File: src/rtl/mtep_pkg.sv
// ---------------------------------------------------------------------------
// mtep_pkg
// Constants shared by the track event parser and its checker.
// ---------------------------------------------------------------------------
package mtep_pkg;
   localparam int NOTE_SLOTS_DEF = 16;
   localparam logic [15:0] TPS_RESET = 16'd120;
   localparam logic [2:0] KIND_NOTE = 3'd0;
   localparam logic [2:0] KIND_TEMPO = 3'd1;
   localparam logic [2:0] KIND_TIMESIG = 3'd2;
   localparam logic [2:0] KIND_PROGRAM = 3'd3;
   localparam logic [2:0] KIND_DROP = 3'd4;
   localparam logic [25:0] TEMPO_NUM = 26'd60000000;
   localparam logic [8:0] BPM_MAX = 9'd300;
   localparam logic [8:0] BPM_MIN = 9'd30;
   localparam logic [7:0] META_TEMPO = 8'h51;
   localparam logic [7:0] META_TIMESIG = 8'h58;
endpackage

File: src/rtl/mtep_ram.sv
// ---------------------------------------------------------------------------
// mtep_ram
// Generic RAM with one write port, one read port and a registered read.
// ---------------------------------------------------------------------------
module mtep_ram #(
   parameter int WIDTH = 8,
   parameter int DEPTH = 16
) (
   input  logic                     clock,
   input  logic                     wr_en,
   input  logic [$clog2(DEPTH)-1:0] wr_addr,
   input  logic [WIDTH-1:0]         wr_data,
   input  logic [$clog2(DEPTH)-1:0] rd_addr,
   output logic [WIDTH-1:0]         rd_data
);
   logic [WIDTH-1:0] mem_ff [DEPTH];
   always_ff @(posedge clock) begin
      if (wr_en) begin
         mem_ff[wr_addr] <= wr_data;
      end
      rd_data <= mem_ff[rd_addr];
   end
endmodule

File: src/rtl/midi_track_event_parser_top.sv
// Timing: a result is registered after its byte is parsed; a tempo goes through 32
// divider steps and a saturation state, and a note-off that matches entry k searches the
// table up to that entry, divides for the start and end steps and moves each later entry up.
// Flow: no new byte is taken while a byte is still being processed (a running status data
// byte is parsed twice) or while a result waits on the output.
// Reset is synchronous and active high; the note table is not cleared.
// ---------------------------------------------------------------------------
// midi_track_event_parser_top
// Track chunk byte parser with a note table and one shared divider.
// ---------------------------------------------------------------------------
module midi_track_event_parser_top #(
   parameter int NOTE_SLOTS = mtep_pkg::NOTE_SLOTS_DEF
) (
   input  logic        clock,
   input  logic        reset,
   input  logic        req_valid,
   output logic        req_stall,
   input  logic [7:0]  req_data_byte,
   input  logic        req_first_of_track,
   output logic        rsp_valid,
   input  logic        rsp_stall,
   output logic [2:0]  rsp_result_kind,
   output logic        rsp_channel,
   output logic [15:0] rsp_start_step,
   output logic [15:0] rsp_duration,
   output logic [7:0]  rsp_pitch,
   output logic [7:0]  rsp_velocity,
   output logic [8:0]  rsp_value,
   output logic [7:0]  rsp_denominator_exponent,
   input  logic        csr_valid,
   output logic        csr_ready,
   input  logic [15:0] csr_ticks_per_step
);
   localparam int AW = (NOTE_SLOTS > 1) ? $clog2(NOTE_SLOTS) : 1;
   localparam int CW = $clog2(NOTE_SLOTS + 1);
   localparam logic [CW-1:0] SLOTS = CW'(NOTE_SLOTS);

   localparam logic [3:0] PH_DELTA = 4'd0, PH_EVENT = 4'd1, PH_MTYPE = 4'd2,
      PH_MLEN = 4'd3, PH_TEMPO = 4'd4, PH_TSNUM = 4'd5, PH_TSDEN = 4'd6,
      PH_SXLEN = 4'd7, PH_SKIP = 4'd8, PH_DATA1 = 4'd9, PH_DATA2 = 4'd10;

   localparam logic [3:0] S_IDLE = 4'd0, S_PARSE = 4'd1, S_DIV = 4'd2,
      S_BPM = 4'd3, S_SRD = 4'd4, S_SCMP = 4'd5, S_SHRD = 4'd6, S_SHWR = 4'd7,
      S_DIVS = 4'd8, S_DIVE = 4'd9, S_NOTE = 4'd10, S_OUT = 4'd11;

   logic [3:0] st_ff, st_in;
   logic [3:0] ph_ff, ph_in;
   logic [31:0] tick_ff, tick_in, acc_ff, acc_in, skip_ff, skip_in;
   logic [7:0] rs_ff, rs_in, mt_ff, mt_in, hs_ff, hs_in, b_ff, b_in;
   logic [23:0] hb_ff, hb_in;
   logic [CW-1:0] cnt_ff, cnt_in;
   logic [15:0] tps_ff;
   logic [AW-1:0] idx_ff, idx_in;
   logic [2:0] kind_ff, kind_in;
   logic ch_ff, ch_in;
   logic [15:0] ss_ff, ss_in, dur_ff, dur_in;
   logic [7:0] pit_ff, pit_in, vel_ff, vel_in, den_ff, den_in;
   logic [8:0] val_ff, val_in;
   logic vld_ff, vld_in;
   // shared shift-subtract divider
   logic [31:0] dq_ff, dq_in;
   logic [32:0] dr_ff, dr_in;
   logic [31:0] dd_ff, dd_in;
   logic [5:0] dc_ff, dc_in;
   logic [48:0] found_ff, found_in;
   logic [15:0] sstep_ff, sstep_in;
   // RAM
   logic wr_en;
   logic [AW-1:0] wr_addr, rd_addr;
   logic [48:0] wr_data, rd_data;

   mtep_ram #(.WIDTH(49), .DEPTH(NOTE_SLOTS)) u_ram (
      .clock(clock), .wr_en(wr_en), .wr_addr(wr_addr), .wr_data(wr_data),
      .rd_addr(rd_addr), .rd_data(rd_data));

   assign req_stall = (st_ff != S_IDLE) || vld_ff;
   assign csr_ready = 1'b1;
   assign rsp_valid = vld_ff;
   assign rsp_result_kind = kind_ff;
   assign rsp_channel = ch_ff;
   assign rsp_start_step = ss_ff;
   assign rsp_duration = dur_ff;
   assign rsp_pitch = pit_ff;
   assign rsp_velocity = vel_ff;
   assign rsp_value = val_ff;
   assign rsp_denominator_exponent = den_ff;

   logic [31:0] vacc;
   logic [32:0] dtrial;
   logic [31:0] dsr;
   logic [15:0] tpsn;
   logic [32:0] rnd;
   logic [32:0] srnd;
   logic [CW:0] idx_p1, idx_p2;
   always_comb begin
      tpsn = (tps_ff == 16'd0) ? 16'd1 : tps_ff;
      rnd = {1'b0, tick_ff} + {18'd0, tpsn[15:1]};
      srnd = {1'b0, rd_data[39:8]} + {18'd0, tpsn[15:1]};
      idx_p1 = (CW+1)'(idx_ff) + (CW+1)'(1);
      idx_p2 = (CW+1)'(idx_ff) + (CW+1)'(2);
      st_in = st_ff; ph_in = ph_ff; tick_in = tick_ff; acc_in = acc_ff;
      skip_in = skip_ff; rs_in = rs_ff; mt_in = mt_ff; hs_in = hs_ff;
      b_in = b_ff; hb_in = hb_ff; cnt_in = cnt_ff; idx_in = idx_ff;
      kind_in = kind_ff; ch_in = ch_ff; ss_in = ss_ff; dur_in = dur_ff;
      pit_in = pit_ff; vel_in = vel_ff; den_in = den_ff; val_in = val_ff;
      vld_in = vld_ff && rsp_stall;
      dq_in = dq_ff; dr_in = dr_ff; dd_in = dd_ff; dc_in = dc_ff;
      found_in = found_ff; sstep_in = sstep_ff;
      wr_en = 1'b0; wr_addr = idx_ff; wr_data = rd_data; rd_addr = idx_ff;
      vacc = {acc_ff[24:0], b_ff[6:0]};
      dtrial = {dr_ff[31:0], dq_ff[31]} - {1'b0, dd_ff};
      dsr = 32'd0;
      case (st_ff)
         S_IDLE: begin
            if (req_valid && !req_stall) begin
               b_in = req_data_byte;
               st_in = S_PARSE;
               kind_in = mtep_pkg::KIND_NOTE; ch_in = 1'b0; ss_in = 16'd0;
               dur_in = 16'd0; pit_in = 8'd0; vel_in = 8'd0; val_in = 9'd0;
               den_in = 8'd0;
               if (req_first_of_track) begin
                  tick_in = 32'd0; rs_in = 8'd0; ph_in = PH_DELTA;
                  acc_in = 32'd0; skip_in = 32'd0; hb_in = 24'd0;
               end
            end
         end
         S_PARSE: begin
            st_in = S_IDLE;
            case (ph_ff)
               PH_EVENT: begin
                  if (b_ff == 8'hFF) begin
                     ph_in = PH_MTYPE;
                  end else if (b_ff >= 8'hF0) begin
                     if (b_ff == 8'hF0 || b_ff == 8'hF7) begin
                        acc_in = 32'd0; ph_in = PH_SXLEN;
                     end else begin
                        ph_in = PH_DELTA;
                     end
                  end else if (b_ff[7]) begin
                     rs_in = b_ff; hs_in = b_ff;
                     if (b_ff[7:4] == 4'hA || b_ff[7:4] == 4'hB || b_ff[7:4] == 4'hE)
                     begin
                        skip_in = 32'd2; ph_in = PH_SKIP;
                     end else begin
                        ph_in = PH_DATA1;
                     end
                  end else if (rs_ff[7]) begin
                     hs_in = rs_ff;
                     ph_in = PH_DATA1;
                     st_in = S_PARSE;
                  end else begin
                     tick_in = tick_ff + {24'd0, b_ff};
                  end
               end
               PH_MTYPE: begin
                  mt_in = b_ff; acc_in = 32'd0; ph_in = PH_MLEN;
               end
               PH_MLEN: begin
                  acc_in = vacc;
                  if (!b_ff[7]) begin
                     acc_in = 32'd0; hb_in = 24'd0;
                     if (mt_ff == mtep_pkg::META_TEMPO && vacc == 32'd3) begin
                        skip_in = 32'd3; ph_in = PH_TEMPO;
                     end else if (mt_ff == mtep_pkg::META_TIMESIG && vacc >= 32'd2) begin
                        skip_in = vacc; ph_in = PH_TSNUM;
                     end else begin
                        skip_in = vacc;
                        ph_in = (vacc != 32'd0) ? PH_SKIP : PH_DELTA;
                     end
                  end
               end
               PH_TEMPO: begin
                  hb_in = {hb_ff[15:0], b_ff};
                  skip_in = skip_ff - 32'd1;
                  if (skip_ff == 32'd1) begin
                     ph_in = PH_DELTA;
                     dq_in = {6'd0, mtep_pkg::TEMPO_NUM};
                     dd_in = {8'd0, hb_ff[15:0], b_ff};
                     dr_in = 33'd0; dc_in = 6'd32;
                     st_in = S_DIV;
                  end
               end
               PH_TSNUM: begin
                  hb_in = {16'd0, b_ff}; ph_in = PH_TSDEN;
               end
               PH_TSDEN: begin
                  kind_in = mtep_pkg::KIND_TIMESIG; val_in = {1'b0, hb_ff[7:0]};
                  den_in = b_ff; vld_in = 1'b1;
                  skip_in = skip_ff - 32'd2;
                  ph_in = (skip_ff != 32'd2) ? PH_SKIP : PH_DELTA;
               end
               PH_SXLEN: begin
                  acc_in = vacc;
                  if (!b_ff[7]) begin
                     acc_in = 32'd0; skip_in = vacc;
                     ph_in = (vacc != 32'd0) ? PH_SKIP : PH_DELTA;
                  end
               end
               PH_SKIP: begin
                  skip_in = skip_ff - 32'd1;
                  if (skip_ff == 32'd1) ph_in = PH_DELTA;
               end
               PH_DATA1: begin
                  if (hs_ff[7:4] == 4'h8 || hs_ff[7:4] == 4'h9) begin
                     hb_in = {16'd0, b_ff}; ph_in = PH_DATA2;
                  end else if (hs_ff[7:4] == 4'hC || hs_ff[7:4] == 4'hD) begin
                     ph_in = PH_DELTA;
                     if (hs_ff[7:4] == 4'hC && hs_ff[3:1] == 3'd0) begin
                        kind_in = mtep_pkg::KIND_PROGRAM; ch_in = hs_ff[0];
                        val_in = {1'b0, b_ff}; vld_in = 1'b1;
                     end
                  end else begin
                     skip_in = 32'd1; ph_in = PH_SKIP;
                  end
               end
               PH_DATA2: begin
                  ph_in = PH_DELTA;
                  if (hs_ff[7:4] == 4'h9 && b_ff != 8'd0) begin
                     if (hs_ff[3:1] == 3'd0) begin
                        if (cnt_ff < SLOTS) begin
                           wr_en = 1'b1; wr_addr = cnt_ff[AW-1:0];
                           wr_data = {hb_ff[7:0], hs_ff[0], tick_ff, b_ff};
                           cnt_in = cnt_ff + CW'(1);
                        end else begin
                           kind_in = mtep_pkg::KIND_DROP; ch_in = hs_ff[0];
                           pit_in = hb_ff[7:0]; vel_in = b_ff; vld_in = 1'b1;
                        end
                     end
                  end else if (cnt_ff != '0) begin
                     idx_in = '0; st_in = S_SRD;
                  end
               end
               default: begin
                  acc_in = vacc;
                  if (!b_ff[7]) begin
                     tick_in = tick_ff + vacc; acc_in = 32'd0; ph_in = PH_EVENT;
                  end else begin
                     ph_in = PH_DELTA;
                  end
               end
            endcase
         end
         S_DIV, S_DIVS, S_DIVE: begin
            dq_in = {dq_ff[30:0], !dtrial[32]};
            dr_in = dtrial[32] ? {dr_ff[31:0], dq_ff[31]} : dtrial;
            dc_in = dc_ff - 6'd1;
            if (dc_ff == 6'd1) begin
               dsr = {dq_ff[30:0], !dtrial[32]};
               if (st_ff == S_DIV) begin
                  st_in = S_BPM;
                  dq_in = dsr;
               end else if (st_ff == S_DIVS) begin
                  sstep_in = dsr[15:0];
                  dq_in = rnd[31:0]; dd_in = {16'd0, tpsn};
                  dr_in = (tpsn == 16'd1) ? 33'd0 : {32'd0, rnd[32]};
                  dc_in = 6'd32; st_in = S_DIVE;
               end else begin
                  ss_in = sstep_ff;
                  dur_in = (dsr[15:0] > sstep_ff) ? dsr[15:0] - sstep_ff : 16'd1;
                  st_in = S_NOTE;
               end
            end
         end
         S_BPM: begin
            kind_in = mtep_pkg::KIND_TEMPO;
            if (dd_ff == 32'd0 || dq_ff > 32'(mtep_pkg::BPM_MAX))
               val_in = mtep_pkg::BPM_MAX;
            else if (dq_ff < 32'(mtep_pkg::BPM_MIN)) val_in = mtep_pkg::BPM_MIN;
            else val_in = dq_ff[8:0];
            vld_in = 1'b1; st_in = S_IDLE;
         end
         S_SRD: begin
            st_in = S_SCMP;
         end
         S_SCMP: begin
            if (rd_data[48:41] == hb_ff[7:0] && rd_data[40] == hs_ff[0]
                && hs_ff[3:1] == 3'd0) begin
               found_in = rd_data;
               dq_in = srnd[31:0];
               dr_in = (tpsn == 16'd1) ? 33'd0 : {32'd0, srnd[32]};
               dc_in = 6'd32; dd_in = {16'd0, tpsn};
               st_in = S_DIVS;
            end else if (idx_p1 >= {1'b0, cnt_ff}) begin
               st_in = S_IDLE;
            end else begin
               idx_in = idx_ff + AW'(1); st_in = S_SRD;
            end
         end
         S_NOTE: begin
            kind_in = mtep_pkg::KIND_NOTE; ch_in = found_ff[40];
            pit_in = found_ff[48:41]; vel_in = found_ff[7:0];
            st_in = S_SHRD; rd_addr = idx_ff + AW'(1);
            if (idx_p1 >= {1'b0, cnt_ff}) begin
               cnt_in = cnt_ff - CW'(1); vld_in = 1'b1; st_in = S_OUT;
            end
         end
         S_SHRD: begin
            rd_addr = idx_ff + AW'(1); st_in = S_SHWR;
         end
         S_SHWR: begin
            wr_en = 1'b1; wr_addr = idx_ff; wr_data = rd_data;
            idx_in = idx_ff + AW'(1);
            rd_addr = idx_ff + AW'(1);
            if (idx_p2 >= {1'b0, cnt_ff}) begin
               cnt_in = cnt_ff - CW'(1); vld_in = 1'b1; st_in = S_OUT;
            end else begin
               st_in = S_SHRD;
            end
         end
         S_OUT: begin
            st_in = S_IDLE;
         end
         default: st_in = S_IDLE;
      endcase
   end

   // The tick-plus-half sum is 33 bits; its low 32 bits are the dividend and its
   // top bit is preloaded into the remainder whenever it is below the divisor.
   always_ff @(posedge clock) begin
      if (reset) begin
         st_ff <= S_IDLE; ph_ff <= PH_DELTA; tick_ff <= 32'd0; acc_ff <= 32'd0;
         skip_ff <= 32'd0; rs_ff <= 8'd0; mt_ff <= 8'd0; hs_ff <= 8'd0;
         hb_ff <= 24'd0; cnt_ff <= '0; vld_ff <= 1'b0;
         tps_ff <= mtep_pkg::TPS_RESET;
      end else begin
         st_ff <= st_in; ph_ff <= ph_in; tick_ff <= tick_in; acc_ff <= acc_in;
         skip_ff <= skip_in; rs_ff <= rs_in; mt_ff <= mt_in; hs_ff <= hs_in;
         hb_ff <= hb_in; cnt_ff <= cnt_in; vld_ff <= vld_in;
         if (csr_valid && csr_ready) tps_ff <= csr_ticks_per_step;
      end
      b_ff <= b_in; idx_ff <= idx_in; kind_ff <= kind_in; ch_ff <= ch_in;
      ss_ff <= ss_in; dur_ff <= dur_in; pit_ff <= pit_in; vel_ff <= vel_in;
      den_ff <= den_in; val_ff <= val_in; dq_ff <= dq_in; dr_ff <= dr_in;
      dd_ff <= dd_in; dc_ff <= dc_in; found_ff <= found_in; sstep_ff <= sstep_in;
   end
endmodule

File: config.mk
export PLATFORM = sky130hd
export DESIGN_NAME = midi_track_event_parser_top
export DESIGN_NICKNAME = d
export VERILOG_FILES = /design/src/rtl/mtep_pkg.sv /design/src/rtl/mtep_ram.sv /design/src/rtl/midi_track_event_parser_top.sv
export SDC_FILE = /design/constraint.sdc
export NUM_CORES = 2
export LEC_CHECK = 0
export ABC_CLOCK_PERIOD_IN_PS = 18400
export BUFFER_PORTS_ARGS = -buffer_cell sky130_fd_sc_hd__buf_2
export CELL_PAD_IN_SITES_DETAIL_PLACEMENT = 1
export CELL_PAD_IN_SITES_GLOBAL_PLACEMENT = 2
export CORE_UTILIZATION = 35
export CTS_BUF_LIST = sky130_fd_sc_hd__clkbuf_4 sky130_fd_sc_hd__clkbuf_8
export CTS_CLUSTER_DIAMETER = 120
export DETAILED_ROUTE_END_ITERATION = 12
export GPL_ROUTABILITY_DRIVEN = 0
export PLACE_DENSITY_LB_ADDON = 0.15
export SYNTH_ARGS = -nofsm -noshare
export SYNTH_HDL_FRONTEND = slang
export SYNTH_SLANG_ARGS = --single-unit
File: constraint.sdc
create_clock -name clock -period 18.4 [get_ports clock]
set_clock_uncertainty 0.1 [all_clocks]
set_input_delay 0.92 -clock clock [delete_from_list [all_inputs] [get_ports clock]]
set_output_delay 0.92 -clock clock [all_outputs]
set_load 0.02 [all_outputs]
==> results.toml <==
[cts]
cts.htree.levels = 4
cts_resized = 0
ctsHoldBuffers = 0
cts_tree = "built"
clk_pin_slew_ns = 0.06
postCtsSetupRepairBufs = 0
clock_sinks = 1200
cts_buffers = 206
clk_latency_ns = 0.93
cts-root-buf = "clkbuf_8"
cts_max_path_buffers = 3

[floorplanning]
core_um2 = 153000
dieWidth_um = 395
num_rows = 143
start_util_pct = 35.4
ios = 102
die-area_um2 = 156000
die_y_um = 395

[sta]
setup_viol = 0
finalHoldViolations = 0
fin_setup_tns_ns = 0
timing.fmax_mhz = 176
layout_setup_ws_ns = 12.70
rsz0062_at_grt = "false"
drv_slew = 0
fin_crit_sh_pct = 31.0
period_minus_slack_ns = 5.70
worst_pin_slew_ns = 1.15
max_slew_margin_pct = 23.2

[critical_path]
worst-path-buf-inv = 2
crit_family = "compound AO/OA/AOI/OAI gates"
cp_cell_sequence = "inv_1 > ha_1 > inv_1 > fa_1 > a21oi_1 > o211ai_1 > a21oi_4 > o221ai_2 > a21oi_4 > mux2i_2 > or2_1 > ha_1 > fa_1 > nor2b_1 > o21a_1 > o21ai_0 > a21oi_1 > a211oi_1 > nor3_1 > a21oi_1 > or2_2 > nor3b_1"
worstPathArrival_ns = 6.33
slowest_stage = "edfxtp_1"
slowest_delay_ns = 0.45
crit_fanout = 15
cpMostUsedCell = "a21oi_1"
cp-start-kind = "flop"
critPathRequiredTime_ns = 19.03
crit_type = "reg2reg"
worstSetupEndpointType = "flop"

[min_path]
hp-class = "in2reg"

[grt]
antenna_found_initial = 7
grt_first_pass_wirelength_um = 252000
grt_max_degree = 157
grt_pass1_vias = 35800
grtUsageTotal_pct = 21.9
grt_overflow_total = 0

[final_layout]
final_cell_mix = "edfxtp_1, nand2_1, nor2_1, mux4_2, clkbuf_8"
final_core_util_pct = 40.3
nets = 4243
fillerInstances = 15700
final_cells = 6296
areaGrowthSynthToFinish_pct = 14.0
multi_input_area_um2 = 19000
ff_latch_area_um2 = 34000
final_common_cell = "edfxtp_1"
drive_above_1_share_pct = 20.3

[logic_synthesis]
async_flop_share_pct = 0
synth_fp_nets = 4065
yosysSeqAreaShare_pct = 62.8
syn_avg_cell_area_um2 = 13.8
synth_fa_ha_area_share_pct = 3.07
synth_compound_area_share_pct = 8.64
synth_top_family_by_area = "multiplexers"
synthCells = 3906
ys.flop_type = "edfxtp_1"
synth-simple-area-share_pct = 9.47
syn_area_um2 = 54000
synth_seq_cells = 1200
yosysWarnings = 0
synthMuxAreaShare_pct = 11.6
synth-xor-area-share_pct = 2.01
ys_types = 88
synth_edf_count = 992

[routing]
drc = 0
drt_iter0_markers = 2598
routed_via_density = 5.45
ant_nets = 0
routedWlPerCell_um = 27.3
wirelength_um = 172000
dr_total_vias = 34300
first_pass_iters = 5

[power]
finalPower_uw = 5710
cellLeakagePower_uw = 0.0214
ir_worst_vdd_v = 0.0000649
power_density_nw_per_um2 = 92.7

[place]
place_hpwl_um = 109000
dpl.cell_count = 5906
post-place-ws_ns = 12.72
place.port_buffers = 100

[run_status]
run_status = "finished clean"

[job]
maxCapViolations = 0
[worst register-to-register path, cell delays in order (launching register included)]
cell and delay [ns]:
edfxtp_1 0.45, inv_1 0.09, ha_1 0.18, inv_1 0.06, fa_1 0.41, a21oi_1 0.28, o211ai_1 0.20, a21oi_4 0.26
o221ai_2 0.18, a21oi_4 0.25, mux2i_2 0.16, or2_1 0.28, ha_1 0.22, fa_1 0.38, nor2b_1 0.17, o21a_1 0.14
o21ai_0 0.13, a21oi_1 0.30, a211oi_1 0.16, nor3_1 0.31, a21oi_1 0.14, or2_2 0.43, nor3b_1 0.24
[routing by layer]
metal  GRT usage, %  vias to the layer above  routed length, um
li1               -                    15400                  -
met1           30.4                    18000              78800
met2           36.2                      636              82900
met3           3.09                      213               6320
met4           5.38                        0               3560
met5              0                        -                  0
[sequential cells by signal (all words and copies together) (netlist names), 9 cells and up]
signal,cells
u_ram.mem_ff,784
u_ram.rd_data,49
dq_ff,32
dr_ff,32
skip_ff,32
tick_ff,32
acc_ff,25
dd_ff,24
found_ff,17
hb_ff,16
rsp_duration,16
rsp_start_step,16
sstep_ff,16
tps_ff,16
rsp_value,9
[metrics by stage]
stage / hold WS (ns) / cell area [um^2]
2_1_floorplan: 0.308 / 54000
3_3_place_gp: 0.328 / 57100
3_5_place_dp: 0.324 / 57100
4_1_cts: 0.0232 / 61600
5_1_grt: 0.0506 / 61600
6_report: 0.120 / 61600
[worst paths after layout]
kind,from,slack [ns],cells after the start,end
hold / removal,req_data_byte[7],0.12,1,b_ff[7]
setup / recovery,dq_ff[31],12.70,22,rsp_duration[3]
setup reg to reg,dq_ff[31],12.70,22,rsp_duration[3]
hold reg to reg,u_ram.rd_data[5],0.34,0,found_ff[5]
[power breakdown]
group / internal, uW / switching [uW] / total [uW] / leakage, uW
clock network: 1430 / 1180 / 2600 / 0.00239
registers: 2920 / 18.3 / 2940 / 0.0107
logic: 46.0 / 118 / 164 / 0.00836
total: 4390 / 1310 / 5710 / 0.0214
[synthesized netlist by cell type, drive strengths merged (25+ instances only)]
master / instances / area (um^2)
edfxtp: 992 / 29800
nand2: 384 / 1440
nor2: 297 / 1110
mux4: 245 / 5520
dfxtp: 208 / 4160
a21oi: 197 / 1010
clkbuf: 185 / 694
o21ai: 132 / 664
ha: 123 / 1540
inv: 110 / 413
nor3: 78 / 390
nand3: 76 / 380
xnor2: 71 / 622
a22oi: 69 / 518
mux2i: 58 / 584
xor2: 53 / 464
nor4: 42 / 278
a21o: 40 / 300
and2: 38 / 238
a211oi: 36 / 275
and3: 33 / 206
nor2b: 31 / 194
buf: 29 / 175
a22o: 28 / 245
or3: 27 / 169
o21a: 25 / 188
[kinds of logic after synthesis]
family	after synthesis
other	1
flip-flops	1200
AO/OA/AOI/OAI	706
AND/OR/NAND/NOR	1104
multiplexers	317
XOR/XNOR	124
adder cells (fa/ha/maj)	129
buffers and inverters	325
[final cells by class]
class                           instances  share of cell area (%)
Inverter                              111                   0.677
Clock buffer                          312                    6.24
Clock inverter                         75                    1.06
Sequential cell                      1200                    55.1
Tap cell                             2030                    4.12
Antenna cell                            3                  0.0122
Timing Repair Buffer                  184                    1.86
Multi-Input combinational cell       2381                    30.9
No activity file was read; power rests on OpenSTA's default activity.
